--- src/pbfc_pkg.sv ---
// pbfc_pkg: widths, register indexes and constants of the PCM block fade block.
// Used by pcm_block_fade_clip_top; depends on nothing else.
package pbfc_pkg;

	// fixed field widths
	localparam int SAMPLE_W   = 32;
	localparam int HALF_W     = 16;
	localparam int LEN_W      = 24;
	localparam int CFG_DATA_W = 24;
	localparam int CFG_IDX_W  = 2;

	// position counter and gain format
	localparam int POSITION_BITS  = 24;
	localparam int GAIN_FRAC_BITS = 16;
	localparam int GAIN_W         = GAIN_FRAC_BITS + 1;
	localparam int CNT_W          = $clog2(GAIN_FRAC_BITS);
	localparam int SUM_W          = ((POSITION_BITS > LEN_W) ? POSITION_BITS : LEN_W) + 1;
	localparam int PROD_W         = SAMPLE_W + GAIN_W;
	localparam int SHR_W          = PROD_W - GAIN_FRAC_BITS;

	localparam logic [POSITION_BITS-1:0] POS_MAX  = '1;
	localparam logic [GAIN_W-1:0]        GAIN_ONE = GAIN_W'(1) << GAIN_FRAC_BITS;
	localparam logic [LEN_W-1:0]         LEN_RESET = LEN_W'(44100);

	// saturation limits on the magnitude after the gain shift
	localparam logic [SHR_W-1:0] POS_LIM_16 = SHR_W'(32'h0000_7FFF);
	localparam logic [SHR_W-1:0] NEG_LIM_16 = SHR_W'(32'h0000_8000);
	localparam logic [SHR_W-1:0] POS_LIM_32 = SHR_W'(32'h7FFF_FFFF);
	localparam logic [SHR_W-1:0] NEG_LIM_32 = SHR_W'(32'h8000_0000);

	// configuration register indexes
	localparam logic [CFG_IDX_W-1:0] REG_FADE_LENGTH  = 2'd0;
	localparam logic [CFG_IDX_W-1:0] REG_FADE_IN      = 2'd1;
	localparam logic [CFG_IDX_W-1:0] REG_SAMPLE_WIDTH = 2'd2;

	// operation codes
	localparam logic OP_SAMPLE = 1'b0;
	localparam logic OP_ARM    = 1'b1;

	// sample formats
	localparam logic WIDTH_16 = 1'b0;
	localparam logic WIDTH_32 = 1'b1;

endpackage

--- src/pcm_block_fade_clip_top.sv ---
// pcm_block_fade_clip_top: linear fade gain over blocks of interleaved PCM samples.
// Holds a restoring divider, one multiplier and the saturation step.
// Depends on pbfc_pkg.
//
// Usage:
//  Input channel (in_valid / in_stall) carries operation, sample, end_of_frame
//  and end_of_block. An arm item (operation = 1) restarts the fade and gives
//  no result. Every sample item gives exactly one result on the output
//  channel (out_valid / out_stall): out_sample, block_last, fade_finished.
//  Configuration is a plain write port (cfg_we, cfg_index, cfg_data); write
//  only while the block is idle.
// Sequence:
//  An arm item is handled in ST_IDLE alone. A sample item inside an open block,
//  or the first sample of a block while no fade runs, goes through ST_MUL
//  (multiply) and ST_OUT (saturate into the output register); the next item
//  is accepted only once the sequencer is back in ST_IDLE. The first sample
//  of a block during a fade first passes ST_PREP and ST_DIV for the gain
//  division, run one quotient bit a cycle in the divider. in_stall is high
//  while an item is being worked on.
// Reset: arst_n clears all control state; fade inactive, length 44100,
//  fade-out, sixteen-bit samples.
// Stall: the result sits in an output register; the next item is accepted
//  meanwhile and waits in its final step until the register frees.
module pcm_block_fade_clip_top (
	input  logic                              clk,
	input  logic                              arst_n,
	// configuration write port
	input  logic                              cfg_we,
	input  logic [pbfc_pkg::CFG_IDX_W-1:0]    cfg_index,
	input  logic [pbfc_pkg::CFG_DATA_W-1:0]   cfg_data,
	// input channel
	input  logic                              in_valid,
	output logic                              in_stall,
	input  logic                              operation,
	input  logic signed [pbfc_pkg::SAMPLE_W-1:0] sample,
	input  logic                              end_of_frame,
	input  logic                              end_of_block,
	// output channel
	output logic                              out_valid,
	input  logic                              out_stall,
	output logic signed [pbfc_pkg::SAMPLE_W-1:0] out_sample,
	output logic                              block_last,
	output logic                              fade_finished
);

	typedef enum logic [2:0] {
		ST_IDLE,
		ST_PREP,
		ST_DIV,
		ST_MUL,
		ST_OUT
	} state_t;

	localparam int POS_W = pbfc_pkg::POSITION_BITS;
	localparam int LEN_W = pbfc_pkg::LEN_W;

	state_t state_q;

	// configuration
	logic [LEN_W-1:0] fade_length_q;
	logic             fade_in_q;
	logic             sample_width_q;

	// fade state
	logic             fade_active_q;
	logic [POS_W-1:0] fade_position_q;
	logic [POS_W-1:0] block_frames_q;
	logic             blk_open_q;
	logic             blk_counted_q;

	// per-item work registers
	logic [pbfc_pkg::GAIN_W-1:0]   gain_q;
	logic [LEN_W-1:0]              rem_q;
	logic [pbfc_pkg::CNT_W-1:0]    cnt_q;
	logic [pbfc_pkg::SAMPLE_W-1:0] mag_q;
	logic                          neg_q;
	logic                          eob_q;
	logic [pbfc_pkg::PROD_W-1:0]   prod_q;

	// output register
	logic                          out_valid_q;
	logic [pbfc_pkg::SAMPLE_W-1:0] out_sample_q;
	logic                          block_last_q;
	logic                          fade_finished_q;

	logic in_accept;
	logic out_free;
	logic out_load;

	assign in_stall  = (state_q != ST_IDLE);
	assign in_accept = in_valid && !in_stall;
	assign out_free  = !out_valid_q || !out_stall;
	assign out_load  = (state_q == ST_OUT) && out_free;

	// sample magnitude in the configured width
	logic [pbfc_pkg::SAMPLE_W-1:0] sext_in;
	logic                          neg_in;
	logic [pbfc_pkg::SAMPLE_W-1:0] mag_in;

	always_comb begin
		if (sample_width_q == pbfc_pkg::WIDTH_32) begin
			sext_in = sample;
		end else begin
			sext_in = {{(pbfc_pkg::SAMPLE_W-pbfc_pkg::HALF_W){sample[pbfc_pkg::HALF_W-1]}},
				sample[pbfc_pkg::HALF_W-1:0]};
		end
		neg_in = sext_in[pbfc_pkg::SAMPLE_W-1];
		mag_in = neg_in ? (~sext_in + 1'b1) : sext_in;
	end

	// frame count of the open block after this item
	logic [POS_W-1:0] frames_base;
	logic [POS_W-1:0] frames_next;

	always_comb begin
		frames_base = blk_open_q ? block_frames_q : '0;
		if ((end_of_frame || end_of_block) && (frames_base != pbfc_pkg::POS_MAX)) begin
			frames_next = frames_base + 1'b1;
		end else begin
			frames_next = frames_base;
		end
	end

	// effective length and gain numerator
	logic [LEN_W-1:0]            len_eff;
	logic                        pos_ge_len;
	logic [LEN_W-1:0]            num;

	always_comb begin
		len_eff    = (fade_length_q == '0) ? LEN_W'(1) : fade_length_q;
		pos_ge_len = pbfc_pkg::SUM_W'(fade_position_q) >= pbfc_pkg::SUM_W'(len_eff);
		if (pos_ge_len) begin
			num = fade_in_q ? len_eff : '0;
		end else if (fade_in_q) begin
			num = LEN_W'(fade_position_q);
		end else begin
			num = len_eff - LEN_W'(fade_position_q);
		end
	end

	// divider step: shift remainder, subtract length when it fits
	logic [LEN_W:0] rem_sh;
	logic           qbit;

	assign rem_sh = {rem_q, 1'b0};
	assign qbit   = rem_sh >= {1'b0, len_eff};

	// saturate and restore sign
	logic [pbfc_pkg::SHR_W-1:0]    shr;
	logic [pbfc_pkg::SHR_W-1:0]    lim;
	logic [pbfc_pkg::SHR_W-1:0]    sat;
	logic [pbfc_pkg::SAMPLE_W-1:0] result;

	always_comb begin
		shr = prod_q[pbfc_pkg::PROD_W-1:pbfc_pkg::GAIN_FRAC_BITS];
		if (sample_width_q == pbfc_pkg::WIDTH_32) begin
			lim = neg_q ? pbfc_pkg::NEG_LIM_32 : pbfc_pkg::POS_LIM_32;
		end else begin
			lim = neg_q ? pbfc_pkg::NEG_LIM_16 : pbfc_pkg::POS_LIM_16;
		end
		sat    = (shr > lim) ? lim : shr;
		result = neg_q ? pbfc_pkg::SAMPLE_W'(-sat) : pbfc_pkg::SAMPLE_W'(sat);
	end

	// end-of-block position update
	logic [pbfc_pkg::SUM_W-1:0] new_pos;
	logic                       blk_end_upd;

	assign new_pos     = pbfc_pkg::SUM_W'(fade_position_q) + pbfc_pkg::SUM_W'(block_frames_q);
	assign blk_end_upd = eob_q && blk_counted_q && fade_active_q;

	// configuration registers
	always_ff @(posedge clk or negedge arst_n) begin
		if (!arst_n) begin
			fade_length_q  <= pbfc_pkg::LEN_RESET;
			fade_in_q      <= 1'b0;
			sample_width_q <= pbfc_pkg::WIDTH_16;
		end else if (cfg_we) begin
			case (cfg_index)
				pbfc_pkg::REG_FADE_LENGTH:  fade_length_q  <= cfg_data[LEN_W-1:0];
				pbfc_pkg::REG_FADE_IN:      fade_in_q      <= cfg_data[0];
				pbfc_pkg::REG_SAMPLE_WIDTH: sample_width_q <= cfg_data[0];
				default: ;
			endcase
		end
	end

	// sequencer, fade state and output register
	always_ff @(posedge clk or negedge arst_n) begin
		if (!arst_n) begin
			state_q         <= ST_IDLE;
			fade_active_q   <= 1'b0;
			fade_position_q <= '0;
			block_frames_q  <= '0;
			blk_open_q      <= 1'b0;
			blk_counted_q   <= 1'b0;
			out_valid_q     <= 1'b0;
			gain_q          <= '0;
			cnt_q           <= '0;
			rem_q           <= '0;
			mag_q           <= '0;
			neg_q           <= 1'b0;
			eob_q           <= 1'b0;
			prod_q          <= '0;
			out_sample_q    <= '0;
			block_last_q    <= 1'b0;
			fade_finished_q <= 1'b0;
		end else begin
			// drop the result once taken, unless a new one replaces it
			if (out_valid_q && !out_stall && !out_load) begin
				out_valid_q <= 1'b0;
			end
			case (state_q)
				ST_IDLE: begin
					if (in_accept) begin
						if (operation == pbfc_pkg::OP_ARM) begin
							fade_active_q   <= 1'b1;
							fade_position_q <= '0;
							blk_counted_q   <= 1'b0;
						end else begin
							mag_q          <= mag_in;
							neg_q          <= neg_in;
							eob_q          <= end_of_block;
							block_frames_q <= frames_next;
							if (!blk_open_q) begin
								blk_open_q    <= 1'b1;
								blk_counted_q <= fade_active_q;
								if (fade_active_q) begin
									state_q <= ST_PREP;
								end else begin
									gain_q  <= pbfc_pkg::GAIN_ONE;
									state_q <= ST_MUL;
								end
							end else begin
								state_q <= ST_MUL;
							end
						end
					end
				end
				ST_PREP: begin
					// integer bit: numerator never exceeds length
					if (num == len_eff) begin
						gain_q <= pbfc_pkg::GAIN_W'(1);
						rem_q  <= '0;
					end else begin
						gain_q <= '0;
						rem_q  <= num;
					end
					cnt_q   <= pbfc_pkg::CNT_W'(pbfc_pkg::GAIN_FRAC_BITS - 1);
					state_q <= ST_DIV;
				end
				ST_DIV: begin
					// one fraction bit per cycle
					gain_q <= {gain_q[pbfc_pkg::GAIN_W-2:0], qbit};
					rem_q  <= qbit ? LEN_W'(rem_sh - {1'b0, len_eff}) : rem_sh[LEN_W-1:0];
					cnt_q  <= cnt_q - 1'b1;
					if (cnt_q == '0) begin
						state_q <= ST_MUL;
					end
				end
				ST_MUL: begin
					prod_q  <= pbfc_pkg::PROD_W'(mag_q) * pbfc_pkg::PROD_W'(gain_q);
					state_q <= ST_OUT;
				end
				ST_OUT: begin
					// hold until the output register frees
					if (out_free) begin
						out_valid_q     <= 1'b1;
						out_sample_q    <= result;
						block_last_q    <= eob_q;
						fade_finished_q <= blk_end_upd && (new_pos > pbfc_pkg::SUM_W'(len_eff));
						if (blk_end_upd) begin
							fade_position_q <= (new_pos > pbfc_pkg::SUM_W'(pbfc_pkg::POS_MAX)) ?
								pbfc_pkg::POS_MAX : new_pos[POS_W-1:0];
							if (new_pos >= pbfc_pkg::SUM_W'(len_eff)) begin
								fade_active_q <= 1'b0;
							end
						end
						if (eob_q) begin
							blk_open_q     <= 1'b0;
							blk_counted_q  <= 1'b0;
							block_frames_q <= '0;
						end
						state_q <= ST_IDLE;
					end
				end
				default: begin
					state_q <= ST_IDLE;
				end
			endcase
		end
	end

	assign out_valid     = out_valid_q;
	assign out_sample    = out_sample_q;
	assign block_last    = block_last_q;
	assign fade_finished = fade_finished_q;

	// the finish flag only rides on a block's last result
	a_finish_on_last: assert property (@(posedge clk) disable iff (!arst_n)
		out_valid_q && fade_finished_q |-> block_last_q)
		else $error("fade_finished without block_last");

	// an arm item leaves an active fade at position zero and gives no result
	a_arm_restart: assert property (@(posedge clk) disable iff (!arst_n)
		in_accept && (operation == pbfc_pkg::OP_ARM) |=>
		fade_active_q && (fade_position_q == '0) && (state_q == ST_IDLE))
		else $error("arm item did not restart the fade");

	// the latched gain never exceeds unity
	a_gain_range: assert property (@(posedge clk) disable iff (!arst_n)
		(state_q == ST_MUL) |-> (gain_q <= pbfc_pkg::GAIN_ONE))
		else $error("gain above unity");

	// a sample item reaches the output step before the next item is taken
	a_no_overlap: assert property (@(posedge clk) disable iff (!arst_n)
		in_accept && (operation == pbfc_pkg::OP_SAMPLE) |=> in_stall)
		else $error("input accepted while an item is in work");

endmodule

--- config.mk ---
export PLATFORM = sky130hd
export DESIGN_NAME = pcm_block_fade_clip_top
export DESIGN_NICKNAME = d
export VERILOG_FILES = /design/src/pbfc_pkg.sv /design/src/pcm_block_fade_clip_top.sv
export SDC_FILE = /design/constraint.sdc
export NUM_CORES = 2
export LEC_CHECK = 0
export ABC_AREA = 0
export BUFFER_PORTS_ARGS = -buffer_cell sky130_fd_sc_hd__buf_2
export CORE_MARGIN = 2
export CORE_UTILIZATION = 50
export DETAILED_ROUTE_END_ITERATION = 12
export PLACE_DENSITY = 0.69
export SLEW_MARGIN = 20
export SYNTH_ARGS = -nofsm -noshare
export SYNTH_HDL_FRONTEND = slang
export SYNTH_SLANG_ARGS = --single-unit
--- constraint.sdc ---
create_clock -name clk -period 6.1 [get_ports clk]
set_input_delay 1.22 -clock clk [delete_from_list [all_inputs] [get_ports clk]]
set_output_delay 1.22 -clock clk [all_outputs]
set_load 0.005 [all_outputs]
==> key figures <==
Setup path
  – Slowest stage delay, CP: 550 ps
  – Critical Path RT: 6570 ps
  – Crit Path Category: reg -> reg
  – Critical path arrival: 6980 ps
  – Critical path launch point type: flip-flop
  – Crit. End Element: flip-flop
  – CP Max Fanout: 6
  – Crit-path slowest cell: fa_1
  – Most used cell, CP: fa_1

Logic synthesis
  – Yosys reg bits: 227
  – Post-synth top area cell: fa_1
  – Syn avg cell area: 8.44 um2
  – Ys async rst share: 100%
  – Mapped cell area: 0.0336 mm2
  – Sequential cell area fraction in the yosys report: 16.9%
  – Synth area leaders: fa_1 (27%), dfrtp_1 (16%), ha_1 (9.5%)
  – Number of distinct library cells after synthesis: 87
  – Syn nets: 4755
  – Post-synth EDFFs: 0
  – Most used flip-flop cell after synthesis: dfrtp_1
  – Cells after Synth: 3984
  – Ys Warns: 0
  – Yosys top cell area share: 26.8%

Place
  – Routability cong.: 0.964
  – Placed insts: 4991
  – IO buf count: 101
  – Hpwl dp: 77500 um

Timing
  – Max Clk Rate: 0.154 GHz
  – Final setup viols: 21
  – Least-Margin Pin Slew: 974 ps
  – Setup TNS: -3090 ps
  – Worst Skew: 19.2 ps
  – Count of final max-slew check failures: 0
  – Worst setup margin: -411 ps
  – Fin. Hold Viols: 0
  – Tcrit/Tclk final: 107%
  – Minimum clock period: 6510 ps
  – Slew HR: 33.4%
  – RSZ-0062 raised after global routing: yes

Global routing
  – Total track usage: 28.5%
  – Met2 usage: 47.4%
  – Total gr overflow: 0
  – Vias in the first global route: 28866
  – Largest net degree at the start of global routing: 89
  – Initial antenna violation count: 1
  – Global-route wire length before repair: 157000 um
  – Most Crowded Layer GR: met2
  – Grt met3 use: 4.70%
  – Met1 Usage GRT: 37.8%

Drt
  – Routed vias/inst: 5.69
  – ANT nets after route: 0
  – Residual DRC: 0
  – Initial drt markers: 2313
  – 1st-pass router iterations: 7
  – Final wirelength: 100000 um
  – Routed length per instance: 19.7 um
  – Via count: 28984

Floorplanning
  – Die Ht: 263 um
  – Die width: 263 um
  – Die Area: 0.0693 mm2
  – # IOs: 102
  – Rows: 95
  – Starting density of the core: 50.2%
  – Core area: 0.0669 mm2

Clock network
  – Maximum clock path buffer count: 3
  – Clock root cell: clkbuf_16
  – Hold_buf cts: 0
  – CTS tree: done
  – Clock Sink Count: 227
  – Clock Pin Slew Worst Setup and Hold Paths: 70 ps
  – Clock Latency Late Sink: 630 ps
  – H-tree depth: 1
  – CTS Buf Count: 29

Finish
  – # diodes: 0
  – Layout cells sized above 1: 15.9%
  – Fin util: 58.1%
  – Final #Nets: 4969
  – Fin cells: 5093
  – # fillers: 5932
  – Synth-to-layout area growth: 15.7%

Power
  – Leakage power: 19.0 nW
  – Power, Total: 0.0166 W
  – Worst vdd ir: 0.348 mV
  – Cell Pwr Density: 426 mW/mm2

Min path
  – Hold crit path type: reg -> reg

Run
  – Max_cap viols: 0

Status
  – Status: finished, violations left
  – Failing checks: negative setup slack
## path summary, 6_finish.rpt
path / startpoint / to / slack (ps) / cells past startpoint
max: gain_q[7] / prod_q[33] / -410 / 26
min: out_sample[1] / out_sample[1] / 460 / 2
max reg2reg: gain_q[7] / prod_q[33] / -410 / 26
min reg2reg: out_sample[1] / out_sample[1] / 460 / 2
max in group asynchronous: arst_n / gain_q[5] / 4170 / 2
min in group asynchronous: arst_n / fade_length_q[7] / 620 / 1
## cell usage in the layout, fill, tap and decap left out, drive strengths merged, types with 10 or more instances in the layout
master,synthesis,final
a21o,74,74
a21oi,198,198
a221oi,11,11
a22o,28,28
a22oi,13,13
a31oi,27,27
and2,216,216
and3,20,20
buf,15,414
clkbuf,219,40
dfrtp,221,221
fa,450,450
ha,255,255
inv,581,583
mux2i,22,22
nand2,601,601
nand2b,16,16
nand3,49,49
nand4,33,33
nor2,172,172
nor2b,21,21
nor3,54,54
nor4,22,22
o21a,28,28
o21ai,241,241
o21bai,10,10
o22ai,33,33
o31ai,54,54
or3,12,12
xnor2,85,85
xor2,53,53
## state kept, by name, summed over array words and instances, names as in the netlist, 3 cells and up
signal	flops
out_sample	32
state_q	3
block_frames_q	24
cnt_q	4
mag_q	32
fade_position_q	24
gain_q	17
fade_length_q	24
prod_q	33
rem_q	24
## synthesized netlist by cell type, types with 33 or more instances
| cell type | instances |
|---|---|
| dfrtp_1 | 221 |
| o31ai_1 | 33 |
| inv_1 | 581 |
| nand4_1 | 33 |
| ha_1 | 255 |
| o21ai_0 | 236 |
| xnor2_1 | 85 |
| nand2_1 | 601 |
| fa_1 | 450 |
| nor2_1 | 170 |
| nand3_1 | 49 |
| and2_1 | 216 |
| clkbuf_1 | 219 |
| a21oi_1 | 198 |
| a21o_1 | 74 |
| nor3_1 | 54 |
| xor2_1 | 52 |
| o22ai_1 | 33 |
## power by group
group	total (W)	internal, W	switching, W
Combinational	0.0121	0.00524	0.00686
Sequential	0.00267	0.00197	0.000697
Clock	0.00180	0.00103	0.000774
Total	0.0166	0.00824	0.00833
## kinds of logic after synthesis
family	share of synthesized area, %
adders and majority gates	36.3
AOI/OAI and AO/OA	15.5
DFF	16.9
muxes	0.856
and+or+nand+nor	17.6
xor gates and xnor gates	3.62
buffers and inverters	9.22
## critical path, delay by kind of cell, from the launching register on
kind | cells | cell delay (ps)
XOR/XNOR | 1 | 250
flip-flops | 1 | 450
AND/OR/NAND/NOR | 2 | 240
AO/OA/AOI/OAI | 8 | 1340
adder cells (fa/ha/maj) | 7 | 3160
buffers and inverters | 8 | 910
## layer usage
layer / wire, um / vias up / part of all wire, %
li1: - / 13409 / -
met1: 41000 / 14278 / 41
met2: 48000 / 1056 / 48
met3: 7010 / 241 / 7.0
met4: 4070 / 0 / 4.1
met5: 0 / - / 0
## cell type report
cell class	instances	area [um2]	share of cell area, %
Multi-Input combinational cell	2942	25500	65.7
Sequential cell	227	5710	14.7
Tap cell	873	1090	2.81
Clock buffer	37	776	2.00
Clock inverter	16	185	0.476
Inverter	581	2180	5.61
Timing Repair Buffer	417	3390	8.72
## repair_timing
action | 4_1_cts | 5_1_grt
setup endpoints to repair | 20 | 28
setup buffers | 34 | 18
cloned | 1 | 3
resized for setup | 75 | 113
pin swaps | 64 | 82
## stage by stage
stage / setup slack, ps / cell area [um2] / hold slack (ps)
CTS: -258 / 38300 / 463
floorplan: -26.7 / 33800 / 461
global placement: -445 / 36700 / 449
global route: -548 / 38900 / 497
detailed placement: -462 / 36700 / 451
finish: -411 / 38900 / 461
(Power assumes the default switching activity.)
